**config.mk**
```make
export PLATFORM = sky130hd
export DESIGN_NAME = legacy_text_to_utf8_transcoder_unit_flat
export DESIGN_NICKNAME = d
export VERILOG_FILES = /design/src/rtl/ltu_pkg.sv /design/src/rtl/ltu_if.sv /design/src/rtl/legacy_text_to_utf8_transcoder_unit.sv /design/src/flat_wrapper.sv
export SDC_FILE = /design/constraint.sdc
export NUM_CORES = 1
export LEC_CHECK = 0
export BUFFER_PORTS_ARGS = -buffer_cell sky130_fd_sc_hd__buf_2
export CORE_ASPECT_RATIO = 1.1
export CORE_MARGIN = 8
export CORE_UTILIZATION = 50
export CTS_CLUSTER_DIAMETER = 120
export DETAILED_ROUTE_END_ITERATION = 10
export MAX_ROUTING_LAYER = met4
export PLACE_DENSITY_LB_ADDON = 0.25
export SLEW_MARGIN = 10
export SYNTH_ARGS = -nofsm -noshare
export SYNTH_HDL_FRONTEND = slang
export SYNTH_SLANG_ARGS = --single-unit
```
**constraint.sdc**
```tcl
create_clock -name clk -period 3.6 [get_ports clk]
set_clock_uncertainty 0.05 [all_clocks]
set_input_delay 0.72 -clock clk [delete_from_list [all_inputs] [get_ports clk]]
set_output_delay 0.72 -clock clk [all_outputs]
set_load 0.03 [all_outputs]
```
**src/rtl/ltu_pkg.sv**
```systemverilog
// Package with shared widths, byte codes and types of the legacy text transcoder.
`timescale 1ns / 1ps

package ltu_pkg;

    // Field widths and result depth.
    localparam int ByteW      = 8;
    localparam int SkipW      = 2;
    localparam int MaxResults = 4;
    localparam int CountW     = 3;

    // Byte codes of the legacy format and of UTF-8.
    localparam logic [ByteW-1:0] MarkA      = 8'hE5;
    localparam logic [ByteW-1:0] MarkB      = 8'hE6;
    localparam logic [ByteW-1:0] LeadC1     = 8'hC1;
    localparam logic [ByteW-1:0] DegreeHi   = 8'hC2;
    localparam logic [ByteW-1:0] DegreeLo   = 8'hB0;
    localparam logic [ByteW-1:0] EuroLead   = 8'hAC;
    localparam logic [ByteW-1:0] EuroMid    = 8'h82;
    localparam logic [ByteW-1:0] TabLead    = 8'hC4;
    localparam logic [ByteW-1:0] TabSecond  = 8'h04;
    localparam logic [ByteW-1:0] C1OrMask   = 8'h02;
    localparam logic [ByteW-1:0] C1AndMask  = 8'hBF;
    localparam logic [ByteW-1:0] LeadOrMask = 8'hC0;
    localparam logic [ByteW-1:0] EuroFirst  = 8'hE2;
    localparam logic [ByteW-1:0] TabCode    = 8'h09;
    localparam logic [ByteW-1:0] NewLine    = 8'h0A;
    localparam logic [SkipW-1:0] MarkTail   = 2'd2;

    // The bytes that one request turns into, first byte at index 0.
    typedef struct packed {
        logic [CountW-1:0]                count;
        logic [MaxResults-1:0][ByteW-1:0] bytes;
    } ltu_result_t;

endpackage

```
**src/rtl/ltu_if.sv**
```systemverilog
// Valid/ready channel interfaces for the input and output requests of the transcoder.
`timescale 1ns / 1ps

interface ltu_in_if;
    logic                     valid;
    logic                     ready;
    logic [ltu_pkg::ByteW-1:0] in_byte;
    logic                     line_last;

    modport source (output valid, output in_byte, output line_last, input ready);
    modport sink   (input valid, input in_byte, input line_last, output ready);
endinterface

interface ltu_out_if;
    logic                     valid;
    logic                     ready;
    logic [ltu_pkg::ByteW-1:0] out_byte;
    logic                     run_last;

    modport source (output valid, output out_byte, output run_last, input ready);
    modport sink   (input valid, input out_byte, input run_last, output ready);
endinterface

```
**src/rtl/legacy_text_to_utf8_transcoder_unit.sv**
```systemverilog
// Top level of the legacy text to UTF-8 transcoder: input register, decode, result buffer.
`timescale 1ns / 1ps

// Each input request carries one byte of a legacy text line and a last-of-line flag;
// the block answers with zero to four UTF-8 bytes, run_last marking the final byte
// of each request's answer. An input request is registered, decoded combinationally
// into a four-byte result buffer, and the buffer hands out one byte per cycle while
// the output is ready. A request holds the result buffer until its last byte is
// taken, and the next request loads as that byte leaves, so the block takes a new
// request every cycle for plain text while the output is ready, and waits while a
// longer answer, such as an expanded pair with a newline, drains; the output port of
// the result buffer is what sets that pace.
module legacy_text_to_utf8_transcoder_unit (
    input  logic      clk,
    input  logic      rst_n,
    ltu_in_if.sink    in_ch,
    ltu_out_if.source out_ch
);

    // Input register.
    logic                      in_valid_reg;
    logic [ltu_pkg::ByteW-1:0] in_byte_reg;
    logic                      in_last_reg;

    // Decode state.
    logic [ltu_pkg::ByteW-1:0] held_lead_reg, held_lead_next;
    logic                      lead_valid_reg, lead_valid_next;
    logic [ltu_pkg::SkipW-1:0] skip_left_reg, skip_left_next;

    // Result buffer.
    logic [ltu_pkg::CountW-1:0]                        cnt_reg;
    logic [ltu_pkg::MaxResults-1:0][ltu_pkg::ByteW-1:0] buf_reg;

    ltu_pkg::ltu_result_t dec;
    logic                 pop;
    logic                 buf_free;
    logic                 move;
    logic                 in_fire;

    // Handshake control.
    assign pop      = out_ch.valid && out_ch.ready;
    assign buf_free = (cnt_reg == '0) || ((cnt_reg == ltu_pkg::CountW'(1)) && out_ch.ready);
    assign move     = in_valid_reg && buf_free;
    assign in_ch.ready = !in_valid_reg || buf_free;
    assign in_fire  = in_ch.valid && in_ch.ready;

    assign out_ch.valid    = (cnt_reg != '0);
    assign out_ch.out_byte = buf_reg[0];
    assign out_ch.run_last = (cnt_reg == ltu_pkg::CountW'(1));

    // Decode of the registered byte against the held state.
    always_comb
    begin
        logic [ltu_pkg::CountW-1:0] n;
        logic [ltu_pkg::ByteW-1:0]  b;
        n               = '0;
        b               = in_byte_reg;
        dec.bytes       = '0;
        held_lead_next  = held_lead_reg;
        lead_valid_next = lead_valid_reg;
        skip_left_next  = skip_left_reg;

        if (skip_left_reg != '0)
        begin
            skip_left_next = skip_left_reg - ltu_pkg::SkipW'(1);
        end
        else if (lead_valid_reg)
        begin
            lead_valid_next = 1'b0;
            held_lead_next  = '0;
            if ((held_lead_reg == ltu_pkg::LeadC1) && (b == ltu_pkg::DegreeLo))
            begin
                dec.bytes[0] = ltu_pkg::DegreeHi;
                dec.bytes[1] = ltu_pkg::DegreeLo;
                n            = ltu_pkg::CountW'(2);
            end
            else if ((held_lead_reg == ltu_pkg::EuroLead) && (b == ltu_pkg::EuroMid))
            begin
                dec.bytes[0] = ltu_pkg::EuroFirst;
                dec.bytes[1] = ltu_pkg::EuroMid;
                dec.bytes[2] = ltu_pkg::EuroLead;
                n            = ltu_pkg::CountW'(3);
            end
            else if ((held_lead_reg == ltu_pkg::TabLead) && (b == ltu_pkg::TabSecond))
            begin
                dec.bytes[0] = ltu_pkg::TabCode;
                n            = ltu_pkg::CountW'(1);
            end
            else if (held_lead_reg == ltu_pkg::LeadC1)
            begin
                dec.bytes[0] = held_lead_reg | ltu_pkg::C1OrMask;
                dec.bytes[1] = b & ltu_pkg::C1AndMask;
                n            = ltu_pkg::CountW'(2);
            end
            else
            begin
                dec.bytes[0] = b | ltu_pkg::LeadOrMask;
                dec.bytes[1] = held_lead_reg;
                n            = ltu_pkg::CountW'(2);
            end
        end
        else if ((b == ltu_pkg::MarkA) || (b == ltu_pkg::MarkB))
        begin
            skip_left_next = ltu_pkg::MarkTail;
        end
        else if (b[ltu_pkg::ByteW-1])
        begin
            held_lead_next  = b;
            lead_valid_next = 1'b1;
        end
        else
        begin
            dec.bytes[0] = b;
            n            = ltu_pkg::CountW'(1);
        end

        // End of line appends a newline and clears all state.
        if (in_last_reg)
        begin
            for (int i = 0; i < ltu_pkg::MaxResults; i++)
            begin
                if (n == ltu_pkg::CountW'(i))
                begin
                    dec.bytes[i] = ltu_pkg::NewLine;
                end
            end
            n               = n + ltu_pkg::CountW'(1);
            held_lead_next  = '0;
            lead_valid_next = 1'b0;
            skip_left_next  = '0;
        end
        dec.count = n;
    end

    // Input register control.
    always_ff @(posedge clk or negedge rst_n)
    begin
        if (!rst_n)
        begin
            in_valid_reg <= 1'b0;
        end
        else if (in_fire)
        begin
            in_valid_reg <= 1'b1;
        end
        else if (move)
        begin
            in_valid_reg <= 1'b0;
        end
    end

    // Input register payload.
    always_ff @(posedge clk)
    begin
        if (in_fire)
        begin
            in_byte_reg <= in_ch.in_byte;
            in_last_reg <= in_ch.line_last;
        end
    end

    // Decode state update when a request leaves the input register.
    always_ff @(posedge clk or negedge rst_n)
    begin
        if (!rst_n)
        begin
            held_lead_reg  <= '0;
            lead_valid_reg <= 1'b0;
            skip_left_reg  <= '0;
        end
        else if (move)
        begin
            held_lead_reg  <= held_lead_next;
            lead_valid_reg <= lead_valid_next;
            skip_left_reg  <= skip_left_next;
        end
    end

    // Result buffer count.
    always_ff @(posedge clk or negedge rst_n)
    begin
        if (!rst_n)
        begin
            cnt_reg <= '0;
        end
        else if (move)
        begin
            cnt_reg <= dec.count;
        end
        else if (pop)
        begin
            cnt_reg <= cnt_reg - ltu_pkg::CountW'(1);
        end
    end

    // Result buffer bytes: load on decode, shift down on each output request.
    always_ff @(posedge clk)
    begin
        if (move)
        begin
            buf_reg <= dec.bytes;
        end
        else if (pop)
        begin
            for (int i = 0; i < ltu_pkg::MaxResults - 1; i++)
            begin
                buf_reg[i] <= buf_reg[i+1];
            end
        end
    end

    // The result buffer never holds more than four bytes.
    a_cnt_bound: assert property (@(posedge clk) disable iff (!rst_n)
        cnt_reg <= ltu_pkg::CountW'(ltu_pkg::MaxResults))
        else $error("result buffer count out of range");

    // A held lead byte and a format mark are never pending together.
    a_state_excl: assert property (@(posedge clk) disable iff (!rst_n)
        !(lead_valid_reg && (skip_left_reg != '0)))
        else $error("lead byte and format mark pending together");

    // The end of a line leaves the decode state clear.
    a_line_clear: assert property (@(posedge clk) disable iff (!rst_n)
        move && in_last_reg |=> !lead_valid_reg && (skip_left_reg == '0))
        else $error("state not cleared at end of line");

    // A decoded request never overwrites bytes still waiting in the buffer.
    a_no_overwrite: assert property (@(posedge clk) disable iff (!rst_n)
        move |-> (cnt_reg == '0) || (pop && (cnt_reg == ltu_pkg::CountW'(1))))
        else $error("result buffer overwritten");

endmodule

```
**src/flat_wrapper.sv**
```systemverilog
// flat-port wrapper written by rule: the top's interface ports become plain ports
module legacy_text_to_utf8_transcoder_unit_flat 
  (clk, rst_n, in_ch_valid, in_ch_in_byte, in_ch_line_last, in_ch_ready, out_ch_valid, out_ch_out_byte, out_ch_run_last, out_ch_ready);
  ltu_in_if in_ch_i ();
  ltu_out_if out_ch_i ();
  input  logic clk;
  input  logic rst_n;
  input wire logic [$bits(in_ch_i.valid)-1:0] in_ch_valid;
  input wire logic [$bits(in_ch_i.in_byte)-1:0] in_ch_in_byte;
  input wire logic [$bits(in_ch_i.line_last)-1:0] in_ch_line_last;
  output wire logic [$bits(in_ch_i.ready)-1:0] in_ch_ready;
  output wire logic [$bits(out_ch_i.valid)-1:0] out_ch_valid;
  output wire logic [$bits(out_ch_i.out_byte)-1:0] out_ch_out_byte;
  output wire logic [$bits(out_ch_i.run_last)-1:0] out_ch_run_last;
  input wire logic [$bits(out_ch_i.ready)-1:0] out_ch_ready;
  assign in_ch_i.valid = in_ch_valid;
  assign in_ch_i.in_byte = in_ch_in_byte;
  assign in_ch_i.line_last = in_ch_line_last;
  assign in_ch_ready = in_ch_i.ready;
  assign out_ch_valid = out_ch_i.valid;
  assign out_ch_out_byte = out_ch_i.out_byte;
  assign out_ch_run_last = out_ch_i.run_last;
  assign out_ch_i.ready = out_ch_ready;
  legacy_text_to_utf8_transcoder_unit u_core (.clk(clk), .rst_n(rst_n), .in_ch(in_ch_i), .out_ch(out_ch_i));
endmodule
```
* Word level (Yosys, flattened, before mapping)
Cells that the tools add are included.
Widths: inputs -> output; s select.
** Word-level totals
- Input bits :: 13
- Logic and storage cells :: 96
- Output and inout bits :: 11
- Register bits after elaboration :: 52
** Operators by class
- Mux-type cells :: 45
- Reduce and logical (&&, ||, !) cells :: 22
- Add/sub/neg operators :: 3
- Equal/unequal tests :: 15
** Operator list (number)
- $mux 8 :: 14
- $mux 24 :: 4
- $mux 16 :: 4
- $eq 8x8->1 const B :: 7
- $mux 3 :: 8
- $mux 2 :: 5
- $reduce_bool 3->1 :: 3
- $eq 8x3->1 const B :: 1
- $mux 1 :: 8
- $logic_and 1x1->1 :: 7
- $mux 7 :: 1
- $eq 3x1->1 const B :: 2
- $eq 3x2->1 const B :: 2
- $logic_not 3->1 :: 2
- $reduce_bool 2->1 :: 3
- $mux 4 :: 1
- $reduce_and 4->1 :: 1
- $add 3x1->3 const B :: 1
- $logic_or 1x1->1 :: 3
- $ne 3x1->1 const B :: 1
- $ne 3x2->1 const B :: 1
- $reduce_and 3->1 :: 1
- $sub 3x1->3 const B :: 1
- $ne 2x1->1 const B :: 1
- other kinds (3) :: 3

* Longest topological paths before layout
Gate-level depths: netlist (run 1).
- Depth in word-level cells :: 11
- Depth in mapped cells :: 12
- Depth with buffers taken out :: 11

* Worst setup path after synthesis (run 1)
OpenSTA, ideal clock, no wires.
- Path kind :: register -> register
- From :: reg u_core.in_byte_reg[3] (netlist name)
- To :: reg u_core.buf_reg (netlist bit u_core.out_ch.out_byte[2]) (data pin)
- Setup slack :: 0.561 ns
- Buffers on the path :: 0
- Data arrival time :: 2.837 ns
- Data required time :: 3.398 ns
- Clock period less this slack :: 3.039 ns
- Cell stages (with the launch flop) :: 12
- Library setup time :: 0.152 ns
- Path through :: edfxtp_1 > or4b_4 > nor4_1 > a21oi_1 > nor3_1 > nor2_1 > ha_1 > and2_1 > or3_1 > nor4b_1 > o21ai_0 > o21ai_0
** Between the ends
- Longest elaborated chain between the ends :: 11
- Elaborated cells between the ends (all ways) :: 25
- Those cells by class :: eq/ne: 5; mux: 15; reduce/logical: 5
** RTL lines
- from (decl) :: RTL line legacy_text_to_utf8_transcoder_unit.sv:22 : logic [ltu_pkg::ByteW-1:0] in_byte_reg;
- from (signal assigned) :: RTL line legacy_text_to_utf8_transcoder_unit.sv:157 : in_byte_reg <= in_ch.in_byte;
- $eq 8x3->1 :: RTL line legacy_text_to_utf8_transcoder_unit.sv:84 : else if ((held_lead_reg == ltu_pkg::TabLead) && (b == ltu_pkg::TabSecond))
- $logic_and 1x1->1 :: RTL line legacy_text_to_utf8_transcoder_unit.sv:84
- $mux 2 :: RTL line legacy_text_to_utf8_transcoder_unit.sv:84
- $mux 3 :: RTL line legacy_text_to_utf8_transcoder_unit.sv:77 : else if ((held_lead_reg == ltu_pkg::EuroLead) && (b == ltu_pkg::EuroMid))
- $mux 3 :: RTL line legacy_text_to_utf8_transcoder_unit.sv:71 : if ((held_lead_reg == ltu_pkg::LeadC1) && (b == ltu_pkg::DegreeLo))
- $mux 3 :: RTL line legacy_text_to_utf8_transcoder_unit.sv:67 : else if (lead_valid_reg)
- $mux 3 :: RTL line legacy_text_to_utf8_transcoder_unit.sv:63 : if (skip_left_reg != '0)
- $logic_not 3->1 :: RTL line legacy_text_to_utf8_transcoder_unit.sv:122 : if (n == ltu_pkg::CountW'(i))
- $mux 8 :: RTL line legacy_text_to_utf8_transcoder_unit.sv:122
- $mux 24 * :: RTL line legacy_text_to_utf8_transcoder_unit.sv:118 : if (in_last_reg)
- $mux 24 * :: RTL line legacy_text_to_utf8_transcoder_unit.sv:199 : if (move)
- to (signal assigned) :: RTL line legacy_text_to_utf8_transcoder_unit.sv:201 : buf_reg <= dec.bytes;
- to (signal, indexed assignment) :: RTL line legacy_text_to_utf8_transcoder_unit.sv:207 : buf_reg[i] <= buf_reg[i+1];
- to (decl) :: RTL line legacy_text_to_utf8_transcoder_unit.sv:32 : logic [ltu_pkg::MaxResults-1:0][ltu_pkg::ByteW-1:0] buf_reg;
Every way passes the cells marked *; elsewhere a longest branch is shown, timed or not.
A chain may end at the register's enable or synchronous reset.

* Worst setup path in the final report (run 1)
- From :: reg u_core.in_byte_reg[2] (netlist name)
- To :: reg u_core.buf_reg (netlist bit u_core.out_ch.out_byte[4]) (data pin)
The elaborated chain is that of the path after synthesis.

==> flow_summary.ini, run 1 <==
[routing]
routed_wl_mm = 5.35
first_pass_iters = 5
wl_per_cell_um = 17.4
drt-vias-per-instance = 6.03
drcViolationCount = 0
ant_nets = 0
num_vias = 1856
drt-initial-drc-count = 173

[critical_path]
cp.required_ns = 3.71
slowest_delay_ns = 0.57
r2r_start = u_core.in_byte_reg[2]
path_cells = or4b_4 > nor4_2 > a21oi_2 > nor3_2 > nor2_1 > ha_1 > and2_1 > or3_1 > nor4b_1 > o21ai_0 > o21ai_0
worst_ep_arrival_time_ns = 3.34
crit_fanout = 6
crit_top_cell = o21ai_0
cpMaxStageDelayCell = or4b_4
start_kind = flop
r2r_end = u_core.out_ch.out_byte[4]
reg2reg_slack_ns = 0.37
ff2ff_path_depth = 11
path_class = reg -> reg
cp-end-kind = flop

[logic_synthesis]
synth_cell_types = 47
synthesis.area_um2 = 2430
async_flop_share_pct = 34.1
ys_seq_area_share_pct = 51.3
synthTopCellsByArea = edfxtp_1, dfrtp_1, ha_1, nand2_1, a22o_1
synth_seq_cells = 44
synth_area_per_cell_um2 = 10.6
synth_top_area_share_pct = 35.9
ys.flop_type = edfxtp_1
syn_inst = 230
synth_edf_count = 29
yosys_warnings = 0
synth_fp_nets = 252
synth_area_leader_cell = edfxtp_1

[timing]
relSlewSlack_pct = 53.5
tightest_slew_ns = 0.688
period_share_pct = 89.7
min_period_ns = 3.23
hold_viol_final = 0
fin_tns_setup_ns = 0
slew_violations = 0
setup_violations = 0
setup_slack_ns = 0.371
fmax_mhz = 310
rsz0062_at_grt = false

[layout]
fin_nets = 273
syn_to_final_growth_pct = 11.4
drive_gt1_share_pct = 19.8
largest_reg_flops = 12
seq_area_um2 = 1250
multi_input_area_um2 = 1080
num-fill-cells = 418
diodes = 0
final_cell_mix = edfxtp_1, buf_2, nand2_1, dfrtp_1
layout_commonest_cell = edfxtp_1

[power]
power_leakage_nw = 1.11
powerDensity_nw_per_um2 = 846
peakVddDrop_mv = 0.435

[floorplanning]
die_x_um = 82.5
die_y_um = 89.1
row_count = 26
boundaryPins = 24
die_area_um2 = 7350
core_um2 = 4650
initial_core_util_pct = 52.2

[grt]
grt_max_degree = 25
globalRouteTotalUtil_pct = 16.5
grt_antenna_before_repair = 0
grt_pass1_vias = 1840
grt_overflow = 0
grt_first_pass_wirelength_mm = 9.00

[placement]
portBuffers = 23
dp_hpwl_mm = 3.97
pre_cts_ws_ns = 0.287
place.gp.congestion = 0.973

[clocking]
cts_made_buffers = 5
clock_latency_ns = 0.31
cts_tree = built
postCtsHoldBufs = 0
cts_resized = 0
cts.sinks = 44
cts_setup_buffers = 0
cts_root_buf = clkbuf_8
htreeDepth = 2
clockBufferDepth = 2
cts.clk_slew.worst_paths_ns = 0.09

[run_status]
status = finished clean

[flow_run]
maxCapViolations = 0

[hold_path]
hold_path.class = in -> async
==> stage by stage <==
step	cell area, um2	util (%)	total power [mW]	hold WS (ns)	std cells
floorplan	2430	-	1.67	0.374	230
global placement	2580	55.4	1.91	0.469	300
detailed placement	2580	55.4	1.91	0.482	300
CTS	2690	57.8	2.29	0.275	308
global route	2710	58.1	2.45	0.283	308
finish	2710	58.1	2.29	0.265	308
==> how the worst max path moves through the flow <==
stage | from | endpoint | slack [ns] | depth (start not counted)
2_1_floorplan | u_core.in_byte_reg[3] | u_core.out_ch.out_byte[2] | 0.56 | 11
3_3_place_gp | u_core.in_byte_reg[2] | u_core.out_ch.out_byte[4] | 0.39 | 11
3_5_place_dp | u_core.in_byte_reg[1] | u_core.out_ch.out_byte[4] | 0.29 | 11
4_1_cts | u_core.in_byte_reg[1] | u_core.out_ch.out_byte[4] | 0.27 | 11
5_1_grt | u_core.in_byte_reg[2] | u_core.out_ch.out_byte[4] | 0.06 | 11
6_report | u_core.in_byte_reg[2] | u_core.out_ch.out_byte[4] | 0.37 | 11
==> power breakdown <==
part	leakage [nW]	internal (mW)	switching (mW)	total, mW
sequential	0.480	0.787	0.144	0.931
combinational	0.580	0.356	0.623	0.979
clock	0.0541	0.205	0.174	0.380
total	1.11	1.35	0.941	2.29
==> worst max-delay path: cells and delay by family (launching register included) <==
kind	cells	cell delay (ns)
adder cells (fa/ha/maj)	1	0.20
flip-flops	1	0.46
AND/OR/NAND/NOR	7	1.94
AO/OA/AOI/OAI	3	0.44
==> layer usage <==
layer | vias to the layer above | track usage [%] | wire, um
met5 | - | - | 0
met4 | 0 | 7.03 | 92
met3 | 11 | 3.62 | 405
met2 | 83 | 25.6 | 2530
met1 | 876 | 20.3 | 2330
li1 | 886 | - | -
==> synthesized netlist by cell type (3+ instances only) <==
cell and number:
edfxtp_1 29, nand2b_1 8, ha_1 9, nor4_1 4
nand2_1 21, a22o_1 8, a21o_1 4, o21ai_1 5
buf_4 8, nand3_1 5, nor2_1 13, inv_1 9
dfrtp_1 15, o21ai_0 11, and2_1 9, clkbuf_1 8
a21oi_1 13, o211ai_1 3, o31ai_1 4, nor3_1 6
==> cell families (layout without fill, tap and decap cells) <==
| kind of cell | after synthesis | count (layout) | synth area share (%) |
|---|---|---|---|
| buffers and inverters | 25 | 47 | 5.10 |
| AO/OA/AOI/OAI | 62 | 62 | 17.6 |
| multiplexers | 4 | 4 | 1.75 |
| adder cells (fa/ha/maj) | 9 | 9 | 4.64 |
| XOR/XNOR | 1 | 1 | 0.361 |
| flip-flops | 44 | 44 | 51.3 |
| AND/OR/NAND/NOR | 85 | 85 | 19.2 |
==> area by class of cell <==
cell class	instances	share of cell area (%)
tap	56	2.59
timing repair buffer	30	6.20
clock inverter	3	1.57
clock buffer	5	2.54
sequential	44	46.1
inverter	9	1.25
multi-input combinational	161	39.8
No activity file was read; power rests on OpenSTA's default activity.
==> inputs of run 2 (changes only) <==
--- a/config.mk
+++ b/config.mk
@@ -6,9 +6,9 @@
 export NUM_CORES = 1
 export LEC_CHECK = 0
 export BUFFER_PORTS_ARGS = -buffer_cell sky130_fd_sc_hd__buf_2
-export CORE_ASPECT_RATIO = 1.1
+export CORE_ASPECT_RATIO = 1.4
 export CORE_MARGIN = 8
-export CORE_UTILIZATION = 50
+export CORE_UTILIZATION = 45
 export CTS_CLUSTER_DIAMETER = 120
 export DETAILED_ROUTE_END_ITERATION = 10
 export MAX_ROUTING_LAYER = met4
==> flow_summary.ini, run 2 (synthesis results as in run 1) <==
[run_status]
status = finished clean

[timing]
fmax_mhz = 295
whs_ns = 0.261
slew_violations = 0
period_share_pct = 94.2
min_period_ns = 3.39
setup_violations = 0
tightest_slew_ns = 0.607
relSlewSlack_pct = 59.0
hold_viol_final = 0

[grt]
globalRouteTotalUtil_pct = 14.8
grt_max_degree = 25
grt_pass1_vias = 1828
grt_first_pass_wirelength_mm = 9.11
grt_antenna_before_repair = 0
grt_overflow = 0

[placement]
portBuffers = 23
placed_cell_area_um2 = 2580
place.gp.congestion = 0.940
dp_hpwl_mm = 4.16
dp.cells = 309

[critical_path]
slowest_delay_ns = 0.56
cp.required_ns = 3.70
cp-end-kind = flop
worst_ep_arrival_time_ns = 3.49
path_class = reg -> reg
start_kind = flop
crit_top_cell = o21ai_0
cpMaxStageDelayCell = or4b_4
path_cells = or4b_4 > nor4_1 > a21oi_1 > nor3_2 > nor2_1 > ha_1 > and2_1 > or3_1 > nor4b_1 > o21ai_0 > o21ai_0
crit_fanout = 6

[layout]
seq_area_um2 = 1250
layout_commonest_cell = edfxtp_1
syn_to_final_growth_pct = 11.0
final_area_um2 = 2700
diodes = 0
num-fill-cells = 500
final_cells = 317
multi_input_area_um2 = 1060
drive_gt1_share_pct = 18.3
largest_reg_flops = 12
final_cell_mix = edfxtp_1, buf_2, nand2_1, dfrtp_1
fin_nets = 272

[clocking]
postCtsHoldBufs = 0
clockBufferDepth = 2
cts_made_buffers = 5
clock_latency_ns = 0.30
cts.sinks = 44
cts_setup_buffers = 0
htreeDepth = 2
cts.clk_slew.worst_paths_ns = 0.08
cts_root_buf = clkbuf_8
cts_tree = built

[routing]
drcViolationCount = 0
drt-vias-per-instance = 5.71
ant_nets = 0
num_vias = 1811
drt-initial-drc-count = 182
routed_wl_mm = 5.48
wl_per_cell_um = 17.3
first_pass_iters = 4

[power]
peakVddDrop_mv = 0.363
powerDensity_nw_per_um2 = 845
power_leakage_nw = 1.11

[floorplanning]
core_um2 = 5200
die_x_um = 78.1
row_count = 31
die_y_um = 103
initial_core_util_pct = 46.7
boundaryPins = 24
die_area_um2 = 8040

[hold_path]
hold_path.class = in -> async

[flow_run]
maxCapViolations = 0
run 2: repair_timing:
action,4_1_cts,5_1_grt
setup endpoints to repair,0,2
gates resized for setup,0,1
hold endpoints to repair,0,0
run 2: where the power goes:
group	internal, mW	total (mW)	switching (mW)
Combinational	0.348	0.968	0.620
Sequential	0.787	0.934	0.147
Clock	0.206	0.375	0.169
run 2: cell type report:
cell class,count,share of cell area [%]
Inverter,9,1.25
Timing Repair Buffer,29,5.94
Sequential cell,44,46.2
Tap cell,66,3.06
Clock inverter,3,1.53
Clock buffer,5,2.55
Multi-Input combinational cell,161,39.4
run 2: final timing paths:
check                                            from                   endpoint  slack (ns)  depth (start not counted)
worst min-delay path                            rst_n    u_core.held_lead_reg[0]        0.26                          1
worst min register to register      u_core.buf_reg[8]  u_core.out_ch.out_byte[0]        0.48                          2
worst max register to register  u_core.in_byte_reg[2]  u_core.out_ch.out_byte[2]        0.21                         11
max in group asynchronous                       rst_n          u_core.cnt_reg[0]        2.98                          1
worst max-delay path            u_core.in_byte_reg[2]  u_core.out_ch.out_byte[2]        0.21                         11
min in group clk                    u_core.buf_reg[8]  u_core.out_ch.out_byte[0]        0.48                          2
run 2: metal layers:
layer | GRT usage (%) | up-vias | part of all wire, %
li1 | - | 882 | -
met1 | 16.4 | 851 | 42
met2 | 24.8 | 64 | 51
met3 | 3.05 | 14 | 4.4
met4 | 7.58 | 0 | 3.0
met5 | - | - | 0
run 2: critical path, delay by kind of cell (launching register included):
family	cells	cell delay, ns
AOI/OAI and AO/OA	3	0.50
adders and majority gates	1	0.21
DFF	1	0.47
and+or+nand+nor	7	2.00
run 2: per-stage QoR:
| stage | setup WS [ns] | utilization (%) | setup TNS (ns) | power, mW |
|---|---|---|---|---|
| CTS | 0.239 | 51.8 | 0 | 2.29 |
| detailed placement | 0.273 | 49.7 | 0 | 1.91 |
| global placement | 0.399 | 49.7 | 0 | 1.91 |
| floorplan | 0.561 | - | 0 | 1.67 |
| global route | -0.0141 | 51.9 | -0.0220 | 2.43 |
| finish | 0.208 | 51.9 | 0 | 2.28 |
==> inputs of run 3 (changes only) <==
--- a/config.mk
+++ b/config.mk
@@ -5,6 +5,7 @@
 export SDC_FILE = /design/constraint.sdc
 export NUM_CORES = 1
 export LEC_CHECK = 0
+export ABC_AREA = 1
 export BUFFER_PORTS_ARGS = -buffer_cell sky130_fd_sc_hd__buf_2
 export CORE_ASPECT_RATIO = 1.4
 export CORE_MARGIN = 8
==> flow_summary.ini, run 3 <==
[layout]
final_cell_mix = nand2_1, inv_1, nor2_1, edfxtp_1, buf_2
final_area_um2 = 2770
drive_gt1_share_pct = 18.9
syn_to_final_growth_pct = 8.48
layout_commonest_cell = nand2_1
num-fill-cells = 522
final_cells = 390
largest_reg_flops = 12
diodes = 0
final_util_pct = 50.5
fin_nets = 343

[routing]
drt-vias-per-instance = 4.99
drt-initial-drc-count = 127
routed_wl_mm = 5.50
drcViolationCount = 0
ant_nets = 0
wl_per_cell_um = 14.1
num_vias = 1947
first_pass_iters = 4

[power]
peakVddDrop_mv = 0.282
total_power_mw = 2.21
powerDensity_nw_per_um2 = 798
power_leakage_nw = 1.31

[clocking]
cts_made_buffers = 5
cts.sinks = 44
clockBufferDepth = 2
cts_resized = 0
postCtsHoldBufs = 0
clock_latency_ns = 0.30
htreeDepth = 2
cts_setup_buffers = 0
cts_tree = built
cts_root_buf = clkbuf_8
cts.clk_slew.worst_paths_ns = 0.08

[logic_synthesis]
synth_area_per_cell_um2 = 8.48
synth_cell_types = 33
synthTopCellsByArea = edfxtp_1, dfrtp_1, nand2_1, inv_1, nor2_1
yosys_warnings = 0
synth_area_leader_cell = edfxtp_1
synth_top_area_share_pct = 34.1
netlist_top_cells_count = nand2_1, inv_1, nor2_1
ys.flop_type = edfxtp_1
async_flop_share_pct = 34.1
synth_edf_count = 29
synth_seq_cells = 44
synthesis.area_um2 = 2550
ys_seq_area_share_pct = 48.8
yosys.cell_count.top_type = nand2_1
syn_inst = 301
synth_fp_nets = 323

[floorplanning]
boundaryPins = 24
die_y_um = 105
die_area_um2 = 8380
core_um2 = 5490
row_count = 32
initial_core_util_pct = 46.6
die_x_um = 79.7

[hold_path]
hold_path.class = in -> async

[placement]
pre_cts_ws_ns = 1.28
dp.cells = 382
portBuffers = 23
placed_cell_area_um2 = 2690
dp_hpwl_mm = 4.27
place.gp.congestion = 1.00

[critical_path]
ff2ff_path_depth = 12
startpoint = u_core.in_byte_reg[4]
reg2reg_slack_ns = 1.25
crit_fanout = 5
critPathCapture = u_core.out_ch.out_byte[2]
r2r_start = u_core.in_byte_reg[4]
cp.required_ns = 3.73
cp-end-kind = flop
start_kind = flop
path_class = reg -> reg
r2r_end = u_core.out_ch.out_byte[2]
worst_ep_arrival_time_ns = 2.47

[timing]
relSlewSlack_pct = 74.3
tightest_slew_ns = 0.385
slew_violations = 0
hold_viol_final = 0
rsz0062_at_grt = false
min_period_ns = 2.35
setup_violations = 0
fmax_mhz = 426
whs_ns = 0.276
fin_tns_setup_ns = 0
setup_slack_ns = 1.25
period_share_pct = 65.1

[grt]
grt_antenna_before_repair = 0
grt_pass1_vias = 1960
grt_max_degree = 25
globalRouteTotalUtil_pct = 14.5
grt_first_pass_wirelength_mm = 9.14
grt_overflow = 0

[run_status]
status = finished clean

[flow_run]
maxCapViolations = 0
==> run 3: cell count changes after synthesis, moves of 5 or more <==
cell,before,now
nand2_1,21,68
nor2_1,13,37
nand3_1,5,17
nor2_2,0,5
inv_1,9,38
nand2_2,0,6
clkbuf_1,8,1
a22o_1,8,0
and2_1,9,0
nand2b_1,8,0
==> run 3: layout make-up <==
class,count,area (um2),area share (%)
repair buffers,24,123,4.43
multi-input cells,203,1060,38.4
inverters,43,169,6.10
well taps,68,85.1,3.07
flip-flops and latches,44,1250,45.0
clock inverters,3,13.8,0.497
clock buffers,5,68.8,2.48
==> run 3: worst max-delay path, stage by stage (launching register included) <==
cell	delay [ns]
edfxtp_1	0.49
nor2_1	0.24
nand2_1	0.08
nor2_1	0.10
nand2_1	0.12
nand3_2	0.12
nand2_2	0.08
ha_1	0.21
a21oi_2	0.20
inv_1	0.12
nor2_1	0.19
nand3_1	0.16
nand2_1	0.08
==> run 3: how the worst min path moves through the flow <==
stage                              endpoint  slack [ns]  depth (start not counted)
finish              u_core.held_lead_reg[6]        0.28                          1
global route        u_core.held_lead_reg[3]        0.29                          1
CTS                 u_core.held_lead_reg[7]        0.28                          1
detailed placement  u_core.skip_left_reg[0]        0.44                          2
global placement    u_core.skip_left_reg[0]        0.43                          2
floorplan                 u_core.cnt_reg[0]        0.37                          0
==> run 3: cell families (layout without fill, tap and decap cells) <==
kind of cell / Yosys count / after routing / share of synthesized area (%)
xor+xnor: 1 / 1 / 0.343
buf+inv: 54 / 75 / 9.51
simple gates: 149 / 149 / 26.9
flops: 44 / 44 / 48.8
fa+ha+maj: 9 / 9 / 4.41
compound gates: 44 / 44 / 10.0
==> run 3: routing by layer <==
metal  vias to the layer above  routed length [um]  track usage [%]
met4                         0                 214             8.38
met3                        13                 261             3.60
met5                         -                   0                -
li1                       1004                   -                -
met2                        47                2720             23.3
met1                       883                2300             15.8
==> run 3: report_power, final <==
| part | total (mW) | switching [mW] | internal (mW) |
|---|---|---|---|
| clock | 0.299 | 0.167 | 0.132 |
| combinational | 0.995 | 0.689 | 0.307 |
| sequential | 0.916 | 0.123 | 0.793 |
